<file path="config.mk">
export PLATFORM = sky130hd
export DESIGN_NAME = accel_magnitude_fall_detector_top
export DESIGN_NICKNAME = d
export VERILOG_FILES = /design/src/afd_pkg.sv /design/src/afd_ctrl.sv /design/src/afd_datapath.sv /design/src/accel_magnitude_fall_detector_top.sv
export SDC_FILE = /design/constraint.sdc
export NUM_CORES = 2
export LEC_CHECK = 0
export BUFFER_PORTS_ARGS = -buffer_cell sky130_fd_sc_hd__buf_2
export CAP_MARGIN = 10
export CELL_PAD_IN_SITES_DETAIL_PLACEMENT = 0
export CELL_PAD_IN_SITES_GLOBAL_PLACEMENT = 2
export CORE_MARGIN = 3
export CORE_UTILIZATION = 47
export DETAILED_ROUTE_END_ITERATION = 10
export PLACE_DENSITY_LB_ADDON = 0.1
export SETUP_SLACK_MARGIN = 0.4
export SLEW_MARGIN = 20
export SYNTH_ARGS = -nofsm -noshare
export SYNTH_HDL_FRONTEND = slang
export SYNTH_SLANG_ARGS = --single-unit
export TNS_END_PERCENT = 5
</file>
<file path="constraint.sdc">
create_clock -name i_clk -period 21.3 [get_ports i_clk]
set_clock_uncertainty 0.15 [all_clocks]
set_input_delay 1.065 -clock i_clk [delete_from_list [all_inputs] [get_ports i_clk]]
set_output_delay 1.065 -clock i_clk [all_outputs]
set_load 0.01 [all_outputs]
</file>
<file path="src/afd_pkg.sv">
// Shared types and constants for the accelerometer magnitude fall detector.
`timescale 1ns / 1ps
`default_nettype none

package afd_pkg;

    // Averaging window length, in samples.
    localparam int WINDOW    = 10;
    localparam int SAMPLE_W  = 16;
    localparam int MAG_W     = 16;
    localparam int SUMSQ_W   = 32;
    localparam int REM_W     = MAG_W + 1;
    localparam int SLOT_W    = (WINDOW > 1) ? $clog2(WINDOW) : 1;
    localparam int TOTAL_W   = $clog2(WINDOW * 65535 + 1);
    localparam int WIN_W     = 7;
    localparam int SQRT_STEPS = SUMSQ_W / 2;
    localparam int CNT_W     = $clog2(SQRT_STEPS);
    localparam int NUM_AXES  = 3;

    // Floor reciprocal of the window; quotient estimate is low by at most one.
    localparam logic [TOTAL_W:0] RECIP = (TOTAL_W + 1)'((64'd1 << TOTAL_W) / WINDOW);

    localparam logic [MAG_W-1:0] MAG_MAX       = 16'd56755;
    localparam logic [15:0]      THRESH_RESET  = 16'd410;

    localparam logic [1:0] AXIS_X = 2'd0;
    localparam logic [1:0] AXIS_Y = 2'd1;
    localparam logic [1:0] AXIS_Z = 2'd2;

    typedef struct packed {
        logic signed [SAMPLE_W-1:0] accel_x;
        logic signed [SAMPLE_W-1:0] accel_y;
        logic signed [SAMPLE_W-1:0] accel_z;
    } t_accel_in;

    typedef struct packed {
        logic [MAG_W-1:0] magnitude;
        logic [MAG_W-1:0] smoothed_magnitude;
        logic             fall_detected;
    } t_accel_out;

    typedef enum logic [2:0] {
        S_IDLE,
        S_SQR,
        S_SQRT,
        S_UPD,
        S_DIV,
        S_FIX,
        S_OUT
    } t_state;

    typedef struct packed {
        logic       load;
        logic       sq_step;
        logic [1:0] axis_sel;
        logic       sqrt_step;
        logic       update;
        logic       div;
        logic       fix;
        logic       out_load;
    } t_cmd;

    typedef struct packed {
        logic out_free;
    } t_status;

endpackage

`default_nettype wire

</file>
<file path="src/afd_ctrl.sv">
// Sequencer for the fall detector: steps one request through the datapath.
`timescale 1ns / 1ps
`default_nettype none

module afd_ctrl (
    input  wire             i_clk,
    input  wire             i_rst_n,
    input  wire             i_in_valid,
    output logic            o_in_ready,
    input  afd_pkg::t_status i_status,
    output afd_pkg::t_cmd   o_cmd
);
    import afd_pkg::*;

    t_state             r_state, n_state;
    logic [CNT_W-1:0]   r_cnt, n_cnt;
    logic               sqr_last, sqrt_last;

    assign sqr_last  = (r_cnt == CNT_W'(NUM_AXES - 1));
    assign sqrt_last = (r_cnt == CNT_W'(SQRT_STEPS - 1));

    always_ff @(posedge i_clk) begin
        if (!i_rst_n) begin
            r_state <= S_IDLE;
            r_cnt   <= '0;
        end else begin
            r_state <= n_state;
            r_cnt   <= n_cnt;
        end
    end

    // next state
    always_comb begin
        n_state = r_state;
        n_cnt   = '0;
        case (r_state)
            S_IDLE: begin
                if (i_in_valid) n_state = S_SQR;
            end
            S_SQR: begin
                if (sqr_last) n_state = S_SQRT;
                else          n_cnt   = r_cnt + 1'b1;
            end
            S_SQRT: begin
                if (sqrt_last) n_state = S_UPD;
                else           n_cnt   = r_cnt + 1'b1;
            end
            S_UPD:   n_state = S_DIV;
            S_DIV:   n_state = S_FIX;
            S_FIX:   n_state = S_OUT;
            S_OUT: begin
                if (i_status.out_free) n_state = S_IDLE;
            end
            default: n_state = S_IDLE;
        endcase
    end

    // outputs
    always_comb begin
        o_cmd      = '0;
        o_in_ready = 1'b0;
        case (r_state)
            S_IDLE: begin
                o_in_ready = 1'b1;
                o_cmd.load = i_in_valid;
            end
            S_SQR: begin
                o_cmd.sq_step  = 1'b1;
                o_cmd.axis_sel = r_cnt[1:0];
            end
            S_SQRT:  o_cmd.sqrt_step = 1'b1;
            S_UPD:   o_cmd.update    = 1'b1;
            S_DIV:   o_cmd.div       = 1'b1;
            S_FIX:   o_cmd.fix       = 1'b1;
            S_OUT:   o_cmd.out_load  = i_status.out_free;
            default: o_cmd = '0;
        endcase
    end

endmodule

`default_nettype wire

</file>
<file path="src/afd_datapath.sv">
// Datapath: squares, bit-serial square root, window ring, average and flag.
`timescale 1ns / 1ps
`default_nettype none

module afd_datapath (
    input  wire                 i_clk,
    input  wire                 i_rst_n,
    input  afd_pkg::t_accel_in  i_in_data,
    input  afd_pkg::t_cmd       i_cmd,
    output afd_pkg::t_status    o_status,
    input  wire                 i_cfg_we,
    input  wire [15:0]          i_cfg_data,
    output logic                o_out_valid,
    input  wire                 i_out_ready,
    output afd_pkg::t_accel_out o_out_data
);
    import afd_pkg::*;

    logic [SAMPLE_W-1:0] r_ax, r_ay, r_az;
    logic [SUMSQ_W-1:0]  r_rad;
    logic [REM_W-1:0]    r_rem;
    logic [MAG_W-1:0]    r_root;
    logic [MAG_W-1:0]    r_ring [WINDOW];
    logic [SLOT_W-1:0]   r_slot;
    logic [TOTAL_W-1:0]  r_total;
    logic [TOTAL_W-1:0]  r_quot;
    logic [MAG_W-1:0]    r_avg;
    logic [15:0]         r_thresh;
    logic                r_out_valid;
    t_accel_out          r_out;

    logic [SAMPLE_W-1:0]     sq_op;
    logic [SUMSQ_W-1:0]      sq_prod;
    logic [REM_W+1:0]        rem_sh, trial, diff;
    logic [2*TOTAL_W:0]      div_prod;
    logic [TOTAL_W+WIN_W-1:0] back;
    logic [TOTAL_W-1:0]      rem_div, n_total;

    function automatic logic [SAMPLE_W-1:0] f_abs(input logic signed [SAMPLE_W-1:0] v);
        f_abs = v[SAMPLE_W-1] ? (~v + 1'b1) : v;
    endfunction

    always_comb begin
        case (i_cmd.axis_sel)
            AXIS_X:  sq_op = r_ax;
            AXIS_Y:  sq_op = r_ay;
            AXIS_Z:  sq_op = r_az;
            default: sq_op = '0;
        endcase
    end
    assign sq_prod = sq_op * sq_op;

    // restoring square root, two radicand bits per step
    assign rem_sh = {r_rem, r_rad[SUMSQ_W-1 -: 2]};
    assign trial  = {1'b0, r_root, 2'b01};
    assign diff   = rem_sh - trial;

    assign n_total  = r_total - TOTAL_W'(r_ring[r_slot]) + TOTAL_W'(r_root);
    assign div_prod = r_total * RECIP;
    assign back     = r_quot * WIN_W'(WINDOW);
    assign rem_div  = r_total - TOTAL_W'(back);

    always_ff @(posedge i_clk) begin
        if (i_cmd.load) begin
            r_ax <= f_abs(i_in_data.accel_x);
            r_ay <= f_abs(i_in_data.accel_y);
            r_az <= f_abs(i_in_data.accel_z);
        end
        if (i_cmd.load) begin
            r_rad  <= '0;
            r_rem  <= '0;
            r_root <= '0;
        end else if (i_cmd.sq_step) begin
            r_rad <= r_rad + sq_prod;
        end else if (i_cmd.sqrt_step) begin
            r_rad <= {r_rad[SUMSQ_W-3:0], 2'b00};
            if (rem_sh >= trial) begin
                r_rem  <= diff[REM_W-1:0];
                r_root <= {r_root[MAG_W-2:0], 1'b1};
            end else begin
                r_rem  <= rem_sh[REM_W-1:0];
                r_root <= {r_root[MAG_W-2:0], 1'b0};
            end
        end
        if (i_cmd.div) r_quot <= div_prod[2*TOTAL_W-1:TOTAL_W];
        if (i_cmd.fix) begin
            if (rem_div >= TOTAL_W'(WINDOW)) r_avg <= MAG_W'(r_quot + 1'b1);
            else                             r_avg <= MAG_W'(r_quot);
        end
        if (i_cmd.out_load) begin
            r_out.magnitude          <= r_root;
            r_out.smoothed_magnitude <= r_avg;
            r_out.fall_detected      <= (r_avg < r_thresh);
        end
    end

    // window state and control
    always_ff @(posedge i_clk) begin
        if (!i_rst_n) begin
            for (int i = 0; i < WINDOW; i++) r_ring[i] <= '0;
            r_slot      <= '0;
            r_total     <= '0;
            r_thresh    <= THRESH_RESET;
            r_out_valid <= 1'b0;
        end else begin
            if (i_cmd.update) begin
                r_ring[r_slot] <= r_root;
                r_total        <= n_total;
                if (r_slot == SLOT_W'(WINDOW - 1)) r_slot <= '0;
                else                               r_slot <= r_slot + 1'b1;
            end
            if (i_cfg_we) r_thresh <= i_cfg_data;
            if (i_cmd.out_load)   r_out_valid <= 1'b1;
            else if (i_out_ready) r_out_valid <= 1'b0;
        end
    end

    assign o_status.out_free = !r_out_valid || i_out_ready;
    assign o_out_valid       = r_out_valid;
    assign o_out_data        = r_out;

endmodule

`default_nettype wire

</file>
<file path="src/accel_magnitude_fall_detector_top.sv">
// Top level of the accelerometer magnitude fall detector.
`timescale 1ns / 1ps
`default_nettype none

// Takes one signed three-axis sample (4096 counts per g) per request and returns
// one result: the floor square root of x^2+y^2+z^2, the floor average of the last
// 10 magnitudes (slots start at zero, so early averages are pulled low), and a
// fall flag set when that average is strictly below the fall threshold (reset 410).
// Each request runs through the sequencer states in order: summing the squares
// on one shared multiplier, the bit-serial square root (two radicand bits per
// step), the ring/total update, a reciprocal divide and its correction, and the
// load of the output register, which waits while the previous result is unread. The sequencer handles
// one request at a time; the next one is taken as soon as the previous result
// sits in the output register, even if the sink has not yet taken it.
// Threshold writes take effect at once and should be made while idle.

module accel_magnitude_fall_detector_top (
    input  wire                 i_clk,
    input  wire                 i_rst_n,
    // sample requests
    input  wire                 i_in_valid,
    output logic                o_in_ready,
    input  afd_pkg::t_accel_in  i_in_data,
    // results
    output logic                o_out_valid,
    input  wire                 i_out_ready,
    output afd_pkg::t_accel_out o_out_data,
    // fall threshold register
    input  wire                 i_cfg_we,
    input  wire [15:0]          i_cfg_data
);
    import afd_pkg::*;

    t_cmd    cmd;
    t_status status;

    afd_ctrl u_ctrl (
        .i_clk      (i_clk),
        .i_rst_n    (i_rst_n),
        .i_in_valid (i_in_valid),
        .o_in_ready (o_in_ready),
        .i_status   (status),
        .o_cmd      (cmd)
    );

    afd_datapath u_dp (
        .i_clk       (i_clk),
        .i_rst_n     (i_rst_n),
        .i_in_data   (i_in_data),
        .i_cmd       (cmd),
        .o_status    (status),
        .i_cfg_we    (i_cfg_we),
        .i_cfg_data  (i_cfg_data),
        .o_out_valid (o_out_valid),
        .i_out_ready (i_out_ready),
        .o_out_data  (o_out_data)
    );

    // an accepted request closes the input until its result is loaded
    a_one_at_a_time: assert property (@(posedge i_clk) disable iff (!i_rst_n)
        (i_in_valid && o_in_ready) |=> !o_in_ready)
        else $error("input reopened right after accept");

    // a new result only appears after the sequencer has been busy
    a_result_after_work: assert property (@(posedge i_clk) disable iff (!i_rst_n)
        (o_out_valid && !$past(o_out_valid)) |-> !$past(o_in_ready))
        else $error("result appeared without work");

    // magnitude and its average never exceed the largest possible root
    a_mag_range: assert property (@(posedge i_clk) disable iff (!i_rst_n)
        o_out_valid |-> (o_out_data.magnitude <= MAG_MAX &&
                         o_out_data.smoothed_magnitude <= MAG_MAX))
        else $error("magnitude out of range");

endmodule

`default_nettype wire
</file>
==> results.ini <==
[timing]
timing.slew.headroom = 0.264
worst_pin_slew_ns = 1.10
tns_ns = 0
fin_crit_ns = 9.33
hold_violations = 0
fmaxAchievable_mhz = 107
min_period_over_period = 0.438
layout_setup_ws_ns = 11.97
setup_viol = 0
rsz0062_at_grt = no
slew_viol_final = 0

[grt]
grt_max_degree = 68
grt_pass1_wl_um = 151000
antenna_found_initial = 0
overflow = 0
track_usage = 0.233
grt_pass1_vias = 26300

[floorplanning]
ios = 104
die_h_um = 290
start_util = 0.477
core_mm2 = 0.0793
rows = 103
dieArea_mm2 = 0.0838
chipWidth_um = 290

[cts]
cts_buffers = 53
htree_levels = 2
postCtsSetupBuffers = 0
clkSinkCount = 487
worstSkewPairLatency_ns = 0.63
root_buffer = clkbuf_16
cts.clk_slew.worst_paths_ns = 0.06
cts_tree = built
ctsHoldBuffers = 0
clockBufferDepth = 3
ctsResizeCount = 0

[layout]
syn_to_final_growth_pct = 9.26
seq_area_mm2 = 0.0135
fillers = 7182
final_nets = 4370
drive_gt1_frac = 0.0966
final_util = 0.521
final_area_mm2 = 0.0413
multi_input_area_mm2 = 0.0215

[logic_synthesis]
synth_nets = 4294
syn_avg_cell_area_um2 = 10.6
synth-async-reset-ratio = 0
dominantRegCellSynth = edfxtp_1
seq_area_frac_synth = 0.356
synthCells = 3553
synth_edf_count = 370
synth_cell_types = 77
ys_ff_latch = 487
syn_area_mm2 = 0.0378
synth-warning-count = 0

[setup_path]
critPathSlowestCell = a221oi_1
path_class = flop to flop
worstPathArrival_ns = 9.65
critPathBufInv = 6
crit_fanout = 43
crit_path_frequent_cell = fa_1
cp.required_ns = 21.62
path_delay_family = compound AO/OA/AOI/OAI gates
ff2ff_path_depth = 28
startpoint_type = flop
end_kind = flop
worstReg2RegStart = u_ctrl.r_state[2]$_SDFFE_PN0P_
r2r_slack_ns = 11.97
slowest_delay_ns = 0.97
worstReg2RegEnd = u_dp.r_rad[29]$_SDFFE_PP0P_

[routing]
drc = 0
wl_um = 95500
ant_nets = 0
wire_per_inst_um = 20.2
drtPass1Iterations = 5
vias = 25500
drt-initial-drc-count = 1553
via_per_inst = 5.40

[min_path]
min_from = u_dp.r_rem[15]$_SDFFE_PP0P_
worstHoldPathType = flop to flop
whs_path_depth = 2
hold_end = u_dp.r_rem[15]$_SDFFE_PP0P_

[place]
io_buffers = 103
gp_congestion = 0.878
place_area_mm2 = 0.0395
dp_slack_ns = 12.06
dp_hpwl_um = 74500

[status]
status = finished clean

[run]
cap_violations = 0

[per-layer routing]
metal / track usage / vias up / routed length [um]
li1: - / 12100 / -
met1: 0.337 / 12700 / 43600
met2: 0.382 / 644 / 45400
met3: 0.0266 / 111 / 4720
met4: 0.0469 / 0 / 1740
met5: 0 / - / 0
[placed cells by master (no fill, tap or decap), types with 10 or more instances in the layout]
| master | Yosys | final |
|---|---|---|
| a31o_2 | 10 | 10 |
| ha_1 | 351 | 351 |
| or3_1 | 11 | 11 |
| nand2_1 | 288 | 288 |
| o21a_1 | 12 | 12 |
| nor3_1 | 48 | 48 |
| xor2_1 | 53 | 53 |
| o211ai_1 | 17 | 17 |
| clkbuf_16 | 0 | 54 |
| dfxtp_1 | 117 | 115 |
| fa_1 | 321 | 321 |
| a21oi_1 | 162 | 162 |
| a211oi_1 | 12 | 12 |
| clkbuf_1 | 79 | 11 |
| mux4_2 | 80 | 80 |
| and2_1 | 22 | 22 |
| edfxtp_1 | 370 | 370 |
| nor2b_1 | 46 | 44 |
| mux2i_1 | 16 | 16 |
| buf_2 | 10 | 103 |
| a21o_1 | 46 | 46 |
| o31ai_1 | 15 | 14 |
| nand4_1 | 11 | 11 |
| nor2_1 | 251 | 244 |
| o21ai_0 | 99 | 97 |
| buf_4 | 1 | 29 |
| nand2b_1 | 40 | 38 |
| nand3_1 | 42 | 42 |
| clkinv_2 | 0 | 18 |
| a31oi_1 | 22 | 22 |
| and3_1 | 42 | 42 |
| inv_1 | 668 | 668 |
| a21boi_0 | 17 | 17 |
| xnor2_1 | 109 | 109 |
[stage by stage]
| stage | hold WS (ns) | std cells |
|---|---|---|
| 2_1_floorplan | 0.267 | 3553 |
| 3_3_place_gp | 0.298 | 4623 |
| 3_5_place_dp | 0.308 | 4623 |
| 4_1_cts | 0.320 | 4723 |
| 5_1_grt | 0.324 | 4724 |
| 6_report | 0.314 | 4725 |
[worst min-delay path, delay by kind of cell, from the launching register on]
family | cells | cell delay [ns]
flops | 1 | 0.31
simple gates | 1 | 0.05
compound gates | 1 | 0.05
[cell usage after synthesis, types with 6 or more instances]
cell type,number,share of area
a211oi_1,12,0.0024
a21boi_0,17,0.0034
a21o_1,46,0.0091
a21oi_1,162,0.021
a221o_1,8,0.0021
a221oi_1,7,0.0016
a22oi_1,6,0.0012
a31o_2,10,0.0023
a31oi_1,22,0.0036
and2_1,22,0.0036
and3_1,42,0.0070
buf_1,21,0.0021
buf_2,10,0.0013
clkbuf_1,79,0.0078
dfxtp_1,117,0.062
edfxtp_1,370,0.29
fa_1,321,0.17
ha_1,351,0.12
inv_1,668,0.066
mux2i_1,16,0.0042
mux4_2,80,0.048
nand2_1,288,0.029
nand2_2,7,0.0012
nand2b_1,40,0.0066
nand3_1,42,0.0056
nand3b_1,8,0.0016
nand4_1,11,0.0018
nor2_1,251,0.025
nor2b_1,46,0.0076
nor3_1,48,0.0064
nor3b_1,7,0.0014
nor4_1,6,0.00099
o211ai_1,17,0.0034
o21a_1,12,0.0024
o21ai_0,99,0.013
o21ai_1,8,0.0011
o21bai_1,9,0.0018
o22ai_1,6,0.00099
o31ai_1,15,0.0030
o41ai_1,8,0.0019
or3_1,11,0.0018
or4_1,7,0.0014
xnor2_1,109,0.025
xor2_1,53,0.012
[cells by family (layout without fill, tap and decap cells)]
logic type	Yosys count	count (layout)	share of synthesized area
compound gates	503	503	0.0858
xor+xnor	162	162	0.0375
fa+ha+maj	672	672	0.286
buf+inv	783	904	0.0784
flops	487	487	0.356
mux	98	98	0.0525
other cells	0	1	0
simple gates	848	848	0.103
[sequential cells by signal, summed over array words and instances, names as in the netlist, named ones only]
register and count:
u_ctrl.r_cnt 4, u_ctrl.r_state 3, u_dp.o_out_data 33, u_dp.o_out_valid 1, u_dp.r_avg 16, u_dp.r_ax 16
u_dp.r_ay 16, u_dp.r_az 16, u_dp.r_quot 17, u_dp.r_rad 32, u_dp.r_rem 17, u_dp.r_ring 256
u_dp.r_root 16, u_dp.r_slot 4, u_dp.r_thresh 16, u_dp.r_total 20
[worst max-delay path by stage]
stage	from	end	slack [ns]	depth (start not counted)
3_5_place_dp	u_ctrl.r_state[0]$_SDFFE_PN0P_	u_dp.r_rad[29]$_SDFFE_PP0P_	12.06	31
3_3_place_gp	u_ctrl.r_state[2]$_SDFFE_PN0P_	u_dp.r_rad[29]$_SDFFE_PP0P_	12.14	28
2_1_floorplan	u_ctrl.r_state[0]$_SDFFE_PN0P_	u_dp.r_rad[29]$_SDFFE_PP0P_	13.35	30
5_1_grt	u_ctrl.r_state[0]$_SDFFE_PN0P_	u_dp.r_rad[27]$_SDFFE_PP0P_	11.40	29
4_1_cts	u_ctrl.r_state[2]$_SDFFE_PN0P_	u_dp.r_rad[29]$_SDFFE_PP0P_	12.04	28
6_report	u_ctrl.r_state[2]$_SDFFE_PN0P_	u_dp.r_rad[29]$_SDFFE_PP0P_	11.97	28
[cell type report]
| cell class | instances | area share |
|---|---|---|
| flip-flops and latches | 487 | 0.326 |
| diodes | 1 | 0.0000606 |
| repair buffers | 133 | 0.0184 |
| multi-input cells | 2283 | 0.520 |
| clock inverters | 35 | 0.00915 |
| inverters | 671 | 0.0610 |
| well taps | 1050 | 0.0318 |
| clock buffers | 65 | 0.0337 |
Power is not shown: default switching activity piles up to over one toggle a cycle in this logic, so the estimate is an artifact.
